**config.mk**
```make
export PLATFORM = sky130hd
export DESIGN_NAME = slr_ctrl
export DESIGN_NICKNAME = d
export VERILOG_FILES = /design/src/sv/slr_pkg.sv /design/src/sv/slr_ctrl.sv
export SDC_FILE = /design/constraint.sdc
export NUM_CORES = 1
export LEC_CHECK = 0
export BUFFER_PORTS_ARGS = -buffer_cell sky130_fd_sc_hd__buf_4
export CAP_MARGIN = 20
export CORE_UTILIZATION = 49
export DETAILED_ROUTE_END_ITERATION = 10
export GPL_ROUTABILITY_DRIVEN = 0
export PLACE_DENSITY = 0.76
export SYNTH_ARGS = -nofsm -noshare
export SYNTH_HDL_FRONTEND = slang
export SYNTH_SLANG_ARGS = --single-unit
```
**constraint.sdc**
```tcl
create_clock -name clk -period 5.7 [get_ports clk]
set_input_delay 1.14 -clock clk [delete_from_list [all_inputs] [get_ports clk]]
set_output_delay 1.14 -clock clk [all_outputs]
set_load 0.02 [all_outputs]
```
**src/sv/slr_pkg.sv**
```systemverilog
// shared types, constants and helpers for the stereo loop recorder
// no dependencies; every other file imports this package
`timescale 1ns / 1ps

package slr_pkg;

  localparam int LOOP_DEPTH = 65536;
  localparam int ADDR_W     = $clog2(LOOP_DEPTH);
  localparam int LEN_W      = ADDR_W + 1;
  localparam int SAMPLE_W   = 24;
  localparam int POS_W      = 16;

  // command codes
  localparam logic CMD_FRAME = 1'b0;
  localparam logic CMD_MODE  = 1'b1;

  // mode codes
  localparam logic [1:0] MODE_STANDBY = 2'd0;
  localparam logic [1:0] MODE_RECORD  = 2'd1;
  localparam logic [1:0] MODE_PLAY    = 2'd2;
  localparam logic [1:0] MODE_OVERDUB = 2'd3;

  localparam logic [LEN_W-1:0] LEN_FULL = LEN_W'(LOOP_DEPTH);

  typedef logic signed [SAMPLE_W-1:0] sample_t;
  typedef logic [ADDR_W-1:0]          addr_t;
  typedef logic [LEN_W-1:0]           len_t;
  typedef logic [POS_W-1:0]           pos_t;

  typedef struct packed {
    sample_t left;
    sample_t right;
  } frame_t;

  // one item on its way from the control stage to the output register
  typedef struct packed {
    logic   play;
    logic   dub;
    logic   full;
    addr_t  addr;
    pos_t   pos;
    frame_t din;
  } slr_op_t;

  function automatic sample_t sat_add(sample_t a, sample_t b);
    logic signed [SAMPLE_W:0] s;
    s = {a[SAMPLE_W-1], a} + {b[SAMPLE_W-1], b};
    if (s[SAMPLE_W] != s[SAMPLE_W-1]) begin
      sat_add = s[SAMPLE_W] ? {1'b1, {(SAMPLE_W-1){1'b0}}} : {1'b0, {(SAMPLE_W-1){1'b1}}};
    end else begin
      sat_add = s[SAMPLE_W-1:0];
    end
  endfunction

  function automatic pos_t to_pos(addr_t a);
    logic [ADDR_W+POS_W-1:0] w;
    w = (ADDR_W + POS_W)'(a);
    to_pos = w[POS_W-1:0];
  endfunction

endpackage

```
**src/sv/slr_ctrl.sv**
```systemverilog
// loop control: mode, loop length and play position, memory request decode
// and the registered operation handed to the mixing stage; depends on slr_pkg
`timescale 1ns / 1ps

module slr_ctrl (
  input  logic             clk,
  input  logic             rst,
  input  logic             adv,
  input  logic             accept,
  input  logic             command,
  input  logic [1:0]       new_mode,
  input  slr_pkg::frame_t  din,
  output logic             rec_we,
  output slr_pkg::addr_t   rec_addr,
  output slr_pkg::addr_t   rd_addr,
  output logic             op_valid,
  output slr_pkg::slr_op_t op
);
  import slr_pkg::*;

  logic [1:0] mode, mode_next;
  len_t       len, len_next;
  addr_t      pos, pos_next;

  addr_t   p_cur;
  len_t    p_inc;
  addr_t   p_wrap;
  logic    is_frame;
  logic    loop_mode;
  logic    active;
  logic    rec_full;
  slr_op_t op_next;

  always_comb begin
    is_frame  = (command == CMD_FRAME);
    loop_mode = (mode == MODE_PLAY) || (mode == MODE_OVERDUB);
    active    = is_frame && loop_mode && (len != '0);
    rec_full  = is_frame && (mode == MODE_RECORD) && (len == LEN_FULL);

    p_cur  = (LEN_W'(pos) >= len) ? '0 : pos;
    p_inc  = LEN_W'(p_cur) + LEN_W'(1);
    p_wrap = (p_inc >= len) ? '0 : p_inc[ADDR_W-1:0];

    mode_next = mode;
    len_next  = len;
    pos_next  = pos;
    if (!is_frame) begin
      mode_next = new_mode;
      if (new_mode == MODE_RECORD) begin
        len_next = '0;
        pos_next = '0;
      end
    end else begin
      case (mode)
        MODE_RECORD: begin
          if (!rec_full) len_next = len + LEN_W'(1);
        end
        MODE_PLAY, MODE_OVERDUB: begin
          pos_next = active ? p_wrap : '0;
        end
        default: ;
      endcase
    end

    op_next.play = active;
    op_next.dub  = active && (mode == MODE_OVERDUB);
    op_next.full = rec_full;
    op_next.addr = p_cur;
    op_next.pos  = to_pos(pos_next);
    op_next.din  = din;
  end

  assign rec_we   = accept && is_frame && (mode == MODE_RECORD) && !rec_full;
  assign rec_addr = len[ADDR_W-1:0];
  assign rd_addr  = p_cur;

  always_ff @(posedge clk) begin
    if (rst) begin
      mode     <= MODE_STANDBY;
      len      <= '0;
      pos      <= '0;
      op_valid <= 1'b0;
    end else begin
      if (accept) begin
        mode <= mode_next;
        len  <= len_next;
        pos  <= pos_next;
      end
      if (adv) op_valid <= accept;
    end
  end

  always_ff @(posedge clk) begin
    if (accept) op <= op_next;
  end

endmodule

```
==> results_dict.tcl <==
set metrics [dict create \
    ys.flop_type "edfxtp_1" \
    grt_first_pass_wirelength_um 23400 \
    fp-row-count 39 \
    worstMarginPinSlew_ps 948 \
    netlist.area_leader.share_pct 42.9 \
    ys_ff_latch 119 \
    areaGrowthSynthToFinish_pct 30.0 \
    power_per_cell_area_mw_per_mm2 294 \
    met2_usage_pct 40.6 \
    yosysTopAreaCell "edfxtp_1" \
    final.setup_skew_ps 9.20 \
    met3_usage_pct 8.47 \
    drive_gt1_share_pct 32.1 \
    met1_usage_pct 30.1 \
    antenna_found_initial 0 \
    seqCellArea_mm2 0.00321 \
    critPathKind "reg2reg" \
    die_x_um 111 \
    synthTopCellsByArea "edfxtp_1 (43%), dfxtp_1 (12%), ha_1 (7.7%)" \
    insertion_delay_ps 420 \
    dieArea_mm2 0.0123 \
    synth_cells 518 \
    fillers 858 \
    drt_iter0_drc 425 \
    seqPwrFrac_pct 44.5 \
    yosysMostFrequentCell "edfxtp_1" \
    core-area_mm2 0.0115 \
    grt.overflow.total 0 \
    rr_startpoint "len[3]$_SDFFE_PP0P_" \
    grt_max_degree 80 \
    clk_pin_slew_ps 50 \
    hold_violations 0 \
    comb_power_share_pct 10.6 \
    critPathCaptureType "register" \
    clockBufferDepth 2 \
    drcViolationCount 0 \
    hold_class "reg2reg" \
    first_global_vias 4372 \
    initial_utilization_pct 50.7 \
    die_h_um 111 \
    yosysWarnings 0 \
    holdPathStages 2 \
    wl_per_cell_um 17.8 \
    hp-start "mode[0]$_SDFFE_PP0P_" \
    r2r-end "op[61]$_DFFE_PP_" \
    cp-start-kind "register" \
    io_pins 172 \
    rsz0062_at_grt "no" \
    internal_power_mw 1.67 \
    p_sw_mw 0.552 \
    cp_data_arrival_time_ps 5580 \
    cts_sinks 119 \
    status "finished, final reports clean" \
    nNetsFinal 753 \
    rrSetupSlack_ps 360 \
    vias_per_cell 5.58 \
    top_usage_layer "met2" \
    max_freq_mhz 187 \
    power_mw 2.22 \
    synth_cell_type_count 60 \
    syn_nets 609 \
    finalMaxSlewViolations 0 \
    clockRootBuffer "clkbuf_16" \
    drt-pass1-iter-count 5 \
    drt_wl_total_um 14500 \
    syn_area_mm2 0.00581 \
    drv_cap 0 \
    multiInputGateArea_mm2 0.00220 \
    place_hpwl_um 10500 \
    yosysSeqAreaShare_pct 55.3 \
    synth_common_cells "edfxtp_1 (83), nor2_1 (59), dfxtp_1 (36), ha_1 (36), nand2_1 (34)" \
    relSlewSlack_pct 36.8 \
    leakage_nw 3.14 \
    avgSynthCellArea_um2 11.2 \
    finalSetupViolations 0 \
    vias 4567 \
    cts_buffers 17 \
    r2r_cells 20 \
    async_flop_share_pct 0 \
    min_period_ps 5340 \
    whs_endpoint "mode[0]$_SDFFE_PP0P_" \
    synth_edf_count 83 \
    setup_tns_ps 0 \
    path_max_fanout 16 \
    vdd_drop_max_uv 278 \
    htreeDepth 4 \
    clkPwrFrac_pct 44.8 \
    cts_tree "done" \
    crit_required_ps 5940 \
    antenna_cells 0 \
    final_antenna_net_count 0 \
    grt_usage_pct 24.5 \
    min_period_over_period_pct 93.8 \
    swShare_pct 24.9 \
    port_buffers 171 \
]
worst max-delay path, stage by stage (launching register included):
cell and delay (ps):
dfxtp_1 410, inv_1 120, ha_1 350, a21oi_2 140, a21boi_1 70, o311a_1 360, or3_4 400, nor2_1 160
ha_1 290, and3_1 280, and3_1 230, and3_1 320, xnor2_1 150, nor2_1 60, ha_1 300, a21oi_1 150
a2bb2oi_1 180, o211a_1 220, o21a_1 520, a41oi_1 210, a31oi_1 240
sequential cells by signal (all words and copies together), names as in the netlist:
register	count
op	83
op_valid	1
mode	2
pos	16
len	17
how the worst max path moves through the flow:
stage / start / end / slack [ps]
2_1_floorplan: len[3]$_SDFFE_PP0P_ / pos[10]$_SDFFE_PP0P_ / 580
3_3_place_gp: len[3]$_SDFFE_PP0P_ / op[50]$_DFFE_PP_ / 370
3_5_place_dp: len[3]$_SDFFE_PP0P_ / op[50]$_DFFE_PP_ / 240
4_1_cts: len[3]$_SDFFE_PP0P_ / op[50]$_DFFE_PP_ / 200
5_1_grt: len[3]$_SDFFE_PP0P_ / op[61]$_DFFE_PP_ / 20
6_report: len[3]$_SDFFE_PP0P_ / op[61]$_DFFE_PP_ / 360
timing repair:
item                                   in CTS  in global routing
buffers inserted                            0                  0
setup endpoints to repair                   0                 19
gates resized for setup                     0                  1
hold buffers                                0                  0
endpoints found under the hold margin       0                  0
cell families (layout without fill, tap and decap cells):
family                   after synthesis  count (layout)  share of synthesized area (%)
flip-flops                           119             119                           55.3
adder cells (fa/ha/maj)               36              36                           7.75
buffers and inverters                 73             230                           6.99
XOR/XNOR                              29              29                           4.37
AO/OA/AOI/OAI                         78              78                           9.43
AND/OR/NAND/NOR                      179             179                           15.5
multiplexers                           4               4                          0.732
final cells by class:
type / count / share of cell area [%]
Clock buffer: 17 / 5.63
Multi-Input combinational cell: 326 / 29.1
Inverter: 21 / 1.04
Tap cell: 143 / 2.37
Clock inverter: 15 / 1.76
Timing Repair Buffer: 177 / 17.6
Sequential cell: 119 / 42.5
routing by layer:
metal | up-vias | share of wire, %
met5 | - | 0
met4 | 0 | 1.4
met3 | 23 | 8.3
met2 | 218 | 50
met1 | 2176 | 40
li1 | 2150 | -
cells in the final DEF (no fill, tap or decap), types with 6 or more instances in the layout:
| cell type | instances |
|---|---|
| nor3_1 | 9 |
| xor2_1 | 10 |
| or3_1 | 6 |
| nand4_1 | 8 |
| or4_1 | 8 |
| dfxtp_1 | 36 |
| xnor2_1 | 19 |
| clkbuf_16 | 17 |
| nor2_1 | 59 |
| edfxtp_1 | 83 |
| inv_1 | 21 |
| ha_1 | 36 |
| a21oi_1 | 23 |
| nand2_1 | 34 |
| buf_4 | 177 |
| o21ai_0 | 8 |
| and2_1 | 16 |
| nand3_1 | 9 |
| nor4_1 | 7 |
| a22o_1 | 7 |
through the flow:
stage                     area (um2)  utilization [%]  instances  setup slack [ps]  hold slack (ps)
after CTS                       7550             65.9        818               198              463
after global routing            7560             65.9        818              22.2              483
final                           7560             65.9        818               356              463
after detailed placement        6990             61.0        786               244              455
after global placement          6990             61.0        786               366              455
after floorplan                 5810                -        518               578              439
power groups by stage:
stage / logic, mW / clock network (mW) / registers, mW
6_report: 0.236 / 0.994 / 0.988
5_1_grt: 0.250 / 1.06 / 0.992
3_3_place_gp: 0.230 / 0 / 1.00
4_1_cts: 0.236 / 1.01 / 0.989
2_1_floorplan: 0.0672 / 0 / 1.05
3_5_place_dp: 0.235 / 0 / 1.01
(Power assumes the default switching activity.)
