**config.mk**
```make
export PLATFORM = sky130hd
export DESIGN_NAME = slr_mix
export DESIGN_NICKNAME = d
export VERILOG_FILES = /design/src/sv/slr_pkg.sv /design/src/sv/slr_mix.sv
export SDC_FILE = /design/constraint.sdc
export NUM_CORES = 1
export LEC_CHECK = 0
export ABC_AREA = 1
export BUFFER_PORTS_ARGS = -buffer_cell sky130_fd_sc_hd__buf_2
export CAP_MARGIN = 15
export CORE_MARGIN = 8
export CORE_UTILIZATION = 43
export DETAILED_ROUTE_END_ITERATION = 6
export PLACE_DENSITY = 0.87
export SETUP_SLACK_MARGIN = 0.15
export SYNTH_ARGS = -nofsm -noshare
export SYNTH_HDL_FRONTEND = slang
export SYNTH_SLANG_ARGS = --single-unit
```
**constraint.sdc**
```tcl
create_clock -name vclk -period 1.64
set_input_delay 0.082 -clock vclk [all_inputs]
set_output_delay 0.082 -clock vclk [all_outputs]
set_load 0.02 [all_outputs]
```
**src/sv/slr_pkg.sv**
```systemverilog
// shared types, constants and helpers for the stereo loop recorder
// no dependencies; every other file imports this package
`timescale 1ns / 1ps

package slr_pkg;

  localparam int LOOP_DEPTH = 65536;
  localparam int ADDR_W     = $clog2(LOOP_DEPTH);
  localparam int LEN_W      = ADDR_W + 1;
  localparam int SAMPLE_W   = 24;
  localparam int POS_W      = 16;

  // command codes
  localparam logic CMD_FRAME = 1'b0;
  localparam logic CMD_MODE  = 1'b1;

  // mode codes
  localparam logic [1:0] MODE_STANDBY = 2'd0;
  localparam logic [1:0] MODE_RECORD  = 2'd1;
  localparam logic [1:0] MODE_PLAY    = 2'd2;
  localparam logic [1:0] MODE_OVERDUB = 2'd3;

  localparam logic [LEN_W-1:0] LEN_FULL = LEN_W'(LOOP_DEPTH);

  typedef logic signed [SAMPLE_W-1:0] sample_t;
  typedef logic [ADDR_W-1:0]          addr_t;
  typedef logic [LEN_W-1:0]           len_t;
  typedef logic [POS_W-1:0]           pos_t;

  typedef struct packed {
    sample_t left;
    sample_t right;
  } frame_t;

  // one item on its way from the control stage to the output register
  typedef struct packed {
    logic   play;
    logic   dub;
    logic   full;
    addr_t  addr;
    pos_t   pos;
    frame_t din;
  } slr_op_t;

  function automatic sample_t sat_add(sample_t a, sample_t b);
    logic signed [SAMPLE_W:0] s;
    s = {a[SAMPLE_W-1], a} + {b[SAMPLE_W-1], b};
    if (s[SAMPLE_W] != s[SAMPLE_W-1]) begin
      sat_add = s[SAMPLE_W] ? {1'b1, {(SAMPLE_W-1){1'b0}}} : {1'b0, {(SAMPLE_W-1){1'b1}}};
    end else begin
      sat_add = s[SAMPLE_W-1:0];
    end
  endfunction

  function automatic pos_t to_pos(addr_t a);
    logic [ADDR_W+POS_W-1:0] w;
    w = (ADDR_W + POS_W)'(a);
    to_pos = w[POS_W-1:0];
  endfunction

endpackage

```
**src/sv/slr_mix.sv**
```systemverilog
// output selection and saturating overdub sum for one operation
// depends on slr_pkg
`timescale 1ns / 1ps

module slr_mix (
  input  slr_pkg::slr_op_t op,
  input  slr_pkg::frame_t  stored,
  output slr_pkg::frame_t  dub_data,
  output slr_pkg::frame_t  play_out
);
  import slr_pkg::*;

  always_comb begin
    dub_data.left  = sat_add(stored.left, op.din.left);
    dub_data.right = sat_add(stored.right, op.din.right);
    play_out       = op.play ? stored : '0;
  end

endmodule

```
==> impl_metrics.tcl, run 1 <==
set metrics [dict create \
    post_cts_hold_buffer_count 0 \
    synth.lib_cells_used.distinct 28 \
    place_congestion 0.964 \
    endpoint_type "top-level output" \
    post-place-cells 1283 \
    placement.io_buffers 193 \
    fp.dieH_um 113 \
    rows 35 \
    place_hpwl_um 14900 \
    timing.grt.repair.worst_endpoint "dub_data[41]" \
    detailed_place.area_sq_um 6680 \
    netlist_area_sq_um 4090 \
    design.portCount 227 \
    initial_utilization_pct 44.2 \
    outcome "did not finish" \
    grt_ovf 9 \
    stop_stage "5_1_grt" \
    synth_fp_nets 992 \
    yosys_warnings 0 \
    post_synth_inst_count 811 \
    yosysSeqAreaShare_pct 0 \
    die_w_um 113 \
    first-error "[ERROR GRT-0232] Routing congestion too high. Check the congestion heatmap in the GUI." \
    grt_usage_pct 56.9 \
    post_synth.cell_area_avg_sq_um 5.04 \
    pin_count_of_the_biggest_net_entering_global_routing 49 \
]
cell usage after synthesis:
library cell	n	area share, %
sky130_fd_sc_hd__a21oi_1	48	5.9
sky130_fd_sc_hd__o21bai_1	12	2.2
sky130_fd_sc_hd__a21oi_2	4	0.86
sky130_fd_sc_hd__inv_1	150	14
sky130_fd_sc_hd__xnor2_1	12	2.6
sky130_fd_sc_hd__or2_2	2	0.31
sky130_fd_sc_hd__nand4_2	2	0.61
sky130_fd_sc_hd__nand3_2	4	0.98
sky130_fd_sc_hd__nand2_1	334	31
sky130_fd_sc_hd__ha_1	48	15
sky130_fd_sc_hd__nor3_1	8	0.98
sky130_fd_sc_hd__buf_2	1	0.12
sky130_fd_sc_hd__buf_4	1	0.18
sky130_fd_sc_hd__nor2_2	7	1.1
sky130_fd_sc_hd__nor2_1	48	4.4
sky130_fd_sc_hd__and3_1	4	0.61
sky130_fd_sc_hd__clkbuf_1	5	0.46
sky130_fd_sc_hd__nand3_1	40	4.9
sky130_fd_sc_hd__nor2_4	1	0.28
sky130_fd_sc_hd__nand2_4	2	0.55
sky130_fd_sc_hd__nand2_2	10	1.5
sky130_fd_sc_hd__xor2_1	16	3.4
sky130_fd_sc_hd__or2_1	4	0.61
sky130_fd_sc_hd__fa_1	2	0.98
sky130_fd_sc_hd__o21ai_0	16	2.0
sky130_fd_sc_hd__buf_6	6	1.7
sky130_fd_sc_hd__nand4_1	20	3.1
sky130_fd_sc_hd__a31oi_1	4	0.61
stage by stage:
step	worst slack [ps]	util, %	setup TNS [ps]
floorplan	-124	-	-4850
global placement	-434	72.3	-17520
detailed placement	-474	72.3	-19610
CTS	-365	84.7	-15190
metal layers:
layer	GRT usage, %	overflow
met5	7.88	0
met4	57.8	4
met3	38.0	0
met2	77.7	5
met1	54.9	0
logic make-up after synthesis:
group | count (synthesis) | synth area share [%]
AND/OR/NAND/NOR | 486 | 50.6
adder cells (fa/ha/maj) | 50 | 15.7
buffers and inverters | 163 | 16.2
AO/OA/AOI/OAI | 84 | 11.5
XOR/XNOR | 28 | 6.00
repair_timing:
action,CTS
pin swaps,34
gates resized for setup,196
buffers inserted,11
setup endpoints to repair,48
cloned,5
==> run 2, diff against run 1 <==
--- a/config.mk
+++ b/config.mk
@@ -9,10 +9,9 @@
 export BUFFER_PORTS_ARGS = -buffer_cell sky130_fd_sc_hd__buf_2
 export CAP_MARGIN = 15
 export CORE_MARGIN = 8
-export CORE_UTILIZATION = 43
+export CORE_UTILIZATION = 40
 export DETAILED_ROUTE_END_ITERATION = 6
-export PLACE_DENSITY = 0.87
-export SETUP_SLACK_MARGIN = 0.15
+export PLACE_DENSITY_LB_ADDON = 0.15
 export SYNTH_ARGS = -nofsm -noshare
 export SYNTH_HDL_FRONTEND = slang
 export SYNTH_SLANG_ARGS = --single-unit
==> constraint.sdc (replaced) <==
create_clock -name vclk -period 2.15
set_input_delay 0.1075 -clock vclk [all_inputs]
set_output_delay 0.1075 -clock vclk [all_outputs]
set_load 0.02 [all_outputs]
==> run 2 against run 1 <==
Synthesized cell count unchanged. The run now ends clean. Synthesized area unchanged.
==> impl_metrics.tcl, run 2 <==
set metrics [dict create \
    post_synth_inst_count 811 \
    yosysSeqAreaShare_pct 0 \
    wire_length_per_cell_um 14.6 \
    rows 37 \
    clk_buf 0 \
    fraction_of_the_core_area_covered_by_cells_at_the_end_of_the_flow_pct 71.1 \
    post_cts_hold_buffer_count 0 \
    drt_first_pass_iters 5 \
    timing.final.setup_violations 0 \
    drv_slew 0 \
    num_antenna_cells 0 \
    path_max_fanout 5 \
    drv.max_cap_violation_count 0 \
    place_congestion 0.890 \
    place_hpwl_um 13200 \
    synth_fp_nets 992 \
    route.vias.total 6064 \
    fp.coreArea_sq_um 10100 \
    hold_path_startpoint "stored[41]" \
    nNetsFinal 1257 \
    layout_commonest_cell "sky130_fd_sc_hd__nand2_1" \
    timing_worst_slew_pin_value_ps 440 \
    cp_data_required_time_ps 2040 \
    die_w_um 117 \
    max_clock_freq_ghz 0.470 \
    grt_setup_unrepaired "true" \
    grt_ovf 0 \
    power.leakage_nw 4.22 \
    final_period_demand_of_the_worst_path_ps 2130 \
    power-per-cell-area_nw_per_um2 470 \
    synth.top_cells.by_count "sky130_fd_sc_hd__nand2_1, sky130_fd_sc_hd__inv_1, sky130_fd_sc_hd__a21oi_1, sky130_fd_sc_hd__ha_1, sky130_fd_sc_hd__nor2_1" \
    netlist_area_sq_um 4090 \
    setup_slack_ps 22.1 \
    antenna_violating_nets_post_route 0 \
    grt_usage_pct 21.4 \
    antenna_found_initial 0 \
    post_synth.cell_area_avg_sq_um 5.04 \
    final-hold-violation-count 0 \
    area_growth_syn_to_layout_pct 76.5 \
    layout_common_cells "sky130_fd_sc_hd__nand2_1, sky130_fd_sc_hd__inv_1, sky130_fd_sc_hd__buf_2, sky130_fd_sc_hd__buf_4, sky130_fd_sc_hd__nand2_2" \
    final_layout_size_suffix_gt1_share_pct 42.2 \
    critPathCaptureType "primary output" \
    synth.lib_cells_used.distinct 28 \
    outcome "complete, no violations" \
    vias_in_the_first_global_route 5654 \
    numSequentialCells 0 \
    grt_first_pass_wirelength_um 24500 \
    pre_cts_ws_ps -105 \
    yosys_warnings 0 \
    final.setup.tns_ps 0 \
    holdPathEnd "play_out[41]" \
    die_area_sq_um 13700 \
    synth.most_common_cell "sky130_fd_sc_hd__nand2_1" \
    holdPathStages 4 \
    synth.top_cell.area_share_pct 30.7 \
    fp.dieH_um 117 \
    drt-total-wl_um 17700 \
    design.portCount 227 \
    synth_top_cell_by_area "sky130_fd_sc_hd__nand2_1" \
    worstSetupPathType "in2out" \
    critPathArrivalTime_ps 2020 \
    max_slew_margin_pct 70.7 \
    synth.top_cells.by_area "sky130_fd_sc_hd__nand2_1, sky130_fd_sc_hd__ha_1, sky130_fd_sc_hd__inv_1, sky130_fd_sc_hd__a21oi_1, sky130_fd_sc_hd__nand3_1" \
    min_path_type "in2out" \
    initial_utilization_pct 40.3 \
    power.ir.vdd_worst_mv 0.350 \
    seq_area_sq_um 0 \
    avgViaCountPerCell 5.01 \
    pin_count_of_the_biggest_net_entering_global_routing 26 \
    drt_iter0_drc 283 \
    placement.io_buffers 193 \
    final.period_utilization_pct 99.0 \
    worst_setup_path_start_kind "primary input" \
    drc 0 \
]
-- run 2: cell families after synthesis --
logic type / Yosys count / synth area share, %
simple gates: 486 / 50.6
buf+inv: 163 / 16.2
compound gates: 84 / 11.5
fa+ha+maj: 50 / 15.7
xor+xnor: 28 / 6.00
-- run 2: report_power, final --
group          internal, mW  switching [mW]  total, mW
combinational          1.55            1.84       3.39
clock                     0               0          0
sequential                0               0          0
-- run 2: how the worst max path moves through the flow --
stage	from	endpoint	slack [ps]	depth (start not counted)
after CTS	stored[0]	dub_data[15]	-20	18
after detailed placement	stored[0]	dub_data[18]	-100	17
after floorplan	op[0]	dub_data[21]	160	15
after global placement	stored[0]	dub_data[18]	-80	17
final	op[0]	dub_data[15]	20	18
after global routing	stored[10]	dub_data[15]	-80	17
-- run 2: final cells by class --
class | instances | area (sq um)
multi-input cells | 648 | 4380
repair buffers | 276 | 2100
fillers | 899 | 2930
well taps | 136 | 170
inverters | 150 | 568
-- run 2: worst max-delay path, stage by stage --
cell and delay [ps]:
sky130_fd_sc_hd__buf_8 80, sky130_fd_sc_hd__ha_4 140, sky130_fd_sc_hd__inv_4 40, sky130_fd_sc_hd__fa_2 370, sky130_fd_sc_hd__inv_2 70, sky130_fd_sc_hd__nand2_2 50
sky130_fd_sc_hd__nand2_2 50, sky130_fd_sc_hd__nand3_2 60, sky130_fd_sc_hd__nand2_2 100, sky130_fd_sc_hd__nand2_2 70, sky130_fd_sc_hd__nand4_1 120, sky130_fd_sc_hd__nand2_2 100
sky130_fd_sc_hd__nand2_4 150, sky130_fd_sc_hd__buf_12 130, sky130_fd_sc_hd__clkbuf_16 160, sky130_fd_sc_hd__nand2_4 50, sky130_fd_sc_hd__nand2_2 70, sky130_fd_sc_hd__buf_6 120
-- run 2: routing by layer --
metal | vias to the layer above | wire length (um) | track usage [%]
met1 | 2723 | 6530 | 23.7
li1 | 3057 | - | -
met5 | - | 0 | 0
met3 | 45 | 1070 | 1.90
met2 | 239 | 9540 | 42.7
met4 | 0 | 555 | 4.61
-- run 2: repair_timing --
| action | 4_1_cts | 5_1_grt |
|---|---|---|
| cloned | 2 | 6 |
| buffers inserted | 6 | 7 |
| endpoints found under the setup margin | 46 | 47 |
| pin swaps | 5 | 40 |
| resized for setup | 62 | 245 |
| hold endpoints to repair | 0 | 0 |
-- run 2: per-stage QoR --
stage	area, sq um	hold WS, ps	power (mW)	instances
final	7210	531	3.39	1210
after global routing	7210	558	3.63	1210
after CTS	5950	534	2.59	1198
after detailed placement	5660	534	2.32	1190
after global placement	5660	532	2.31	1190
after floorplan	4090	337	1.48	811
No activity file was read; power rests on OpenSTA's default activity.
==> run 3, diff against run 2 <==
--- a/config.mk
+++ b/config.mk
@@ -12,6 +12,8 @@
 export CORE_UTILIZATION = 40
 export DETAILED_ROUTE_END_ITERATION = 6
 export PLACE_DENSITY_LB_ADDON = 0.15
+export REMOVE_ABC_BUFFERS = 1
+export SETUP_SLACK_MARGIN = 0.3
 export SYNTH_ARGS = -nofsm -noshare
 export SYNTH_HDL_FRONTEND = slang
 export SYNTH_SLANG_ARGS = --single-unit
==> run 3 against run 2 <==
Final cell count up 1.6%. Largest power group unchanged. Cell area rose by 8.2%. Non-clock buffer count increased by 16. Critical path type unchanged. Clock-buffer cell count unchanged. First-iteration DRC count is 4.2% higher. The flow now finishes with violations (setup timing). Via count increased by 6.0%. Routed wire length grew 14%. Highest routed layer unchanged. Setup slack worse by 29 ps.
==> impl_metrics.tcl, run 3 (synthesized netlist as in run 2, its figures left out) <==
set metrics [dict create \
    outcome "finished, violations left" \
    failed_checks "setup timing" \
    nNetsFinal 1276 \
    layout_common_cells "sky130_fd_sc_hd__nand2_1, sky130_fd_sc_hd__inv_1, sky130_fd_sc_hd__buf_2, sky130_fd_sc_hd__buf_4, sky130_fd_sc_hd__buf_6" \
    setup_slack_ps -6.58 \
    place_hpwl_um 12800 \
    wire_length_per_cell_um 16.4 \
    drt_iter0_drc 295 \
    drc 0 \
    max_slew_margin_pct 41.9 \
    worst_setup_path_start_kind "primary input" \
    grt_usage_pct 25.0 \
    startpoint "op[34]" \
    final_layout_size_suffix_gt1_share_pct 46.8 \
    power.leakage_nw 4.41 \
    power-per-cell-area_nw_per_um2 493 \
    numSequentialCells 0 \
    detailed_place.area_sq_um 5600 \
    path_max_fanout 5 \
    place_congestion 0.937 \
    post-place-cells 1186 \
    grt_setup_unrepaired "true" \
    finish.cell_count_without_fillers 1229 \
    seq_area_sq_um 0 \
    antenna_violating_nets_post_route 0 \
    drt_first_pass_iters 5 \
    timing_worst_slew_pin_value_ps 871 \
    holdPathStages 4 \
    area_growth_syn_to_layout_pct 91.0 \
    grt_ovf 0 \
    drv_slew 0 \
    design.portCount 227 \
    power.ir.vdd_worst_mv 0.486 \
    die_area_sq_um 13700 \
    final_period_demand_of_the_worst_path_ps 2160 \
    vias_in_the_first_global_route 6441 \
    critPathCaptureType "primary output" \
    layout.cell_area.non_filler_sq_um 7800 \
    timing.final.setup_violations 1 \
    avgViaCountPerCell 5.23 \
    grt_first_pass_wirelength_um 28200 \
    final.period_utilization_pct 100 \
    min_path_type "in2out" \
    final.setup.tns_ps -6.58 \
    placement.io_buffers 193 \
    layout_commonest_cell "sky130_fd_sc_hd__nand2_1" \
    drt-total-wl_um 20200 \
    critPathArrivalTime_ps 2050 \
    rows 37 \
    num_antenna_cells 0 \
    hold_slack_ps 523 \
    fp.coreArea_sq_um 10100 \
    antenna_found_initial 0 \
    route.vias.total 6429 \
    clk_buf 0 \
    fp.dieH_um 117 \
    drv.max_cap_violation_count 0 \
    die_w_um 117 \
    final-hold-violation-count 0 \
    hold_path_startpoint "stored[24]" \
    max_clock_freq_ghz 0.464 \
    initial_utilization_pct 40.3 \
    pin_count_of_the_biggest_net_entering_global_routing 49 \
    worstSetupPathType "in2out" \
    cp_data_required_time_ps 2040 \
]
run 3: cell types whose count changed in the layout (fill, tap and decap cells not counted), sizes merged:
cell	change
buf	+17
nand2	+3
clkbuf	-1
run 3: where the power goes:
group	total [mW]	internal, mW	switching [mW]	leakage, nW
clock network	0	0	0	0
logic	3.85	1.77	2.08	4.41
registers	0	0	0	0
run 3: stage by stage:
stage	utilization (%)	setup WS, ps	power, mW
final	77.0	-6.58	3.85
after global routing	77.0	-78.5	4.07
after CTS	71.8	73.7	3.33
after detailed placement	55.3	-65.7	2.29
after global placement	55.3	-52.1	2.28
after floorplan	-	81.3	1.42
run 3: final cells by class:
type                            count  area [sq um]
Inverter                          150           566
Multi-Input combinational cell    651          4780
Timing Repair Buffer              292          2280
Fill cell                         767          2330
Tap cell                          136           170
run 3: worst max-delay path, stage by stage:
cell	delay [ps]
sky130_fd_sc_hd__buf_2	130
sky130_fd_sc_hd__ha_4	270
sky130_fd_sc_hd__nand2_4	90
sky130_fd_sc_hd__inv_1	60
sky130_fd_sc_hd__nand2_1	120
sky130_fd_sc_hd__nand2_2	80
sky130_fd_sc_hd__nand2_1	90
sky130_fd_sc_hd__nand2_2	60
sky130_fd_sc_hd__nand2_2	80
sky130_fd_sc_hd__nand3_2	120
sky130_fd_sc_hd__nand2_4	140
sky130_fd_sc_hd__nand4_4	150
sky130_fd_sc_hd__buf_6	180
sky130_fd_sc_hd__clkbuf_16	170
sky130_fd_sc_hd__nand2_4	80
sky130_fd_sc_hd__buf_6	110
run 3: worst paths after layout:
kind                      endpoint  slack [ps]
worst max-delay path  dub_data[30]          -7
worst min-delay path  play_out[24]         520
run 3: metal layers:
layer  share of wire (%)  vias up  GRT usage [%]
met5                   0        -              0
met4                 5.4        0           10.9
li1                    -     3107              -
met1                  35     2907           24.2
met2                  54      304           51.8
met3                 5.7      111           2.36
run 3: repair_timing:
action / in CTS / in global routing
setup endpoints to repair: 48 / 48
pin swaps: 57 / 38
setup buffers: 26 / 7
resized for setup: 299 / 89
gates cloned: 6 / 4
hold buffers: 0 / 0
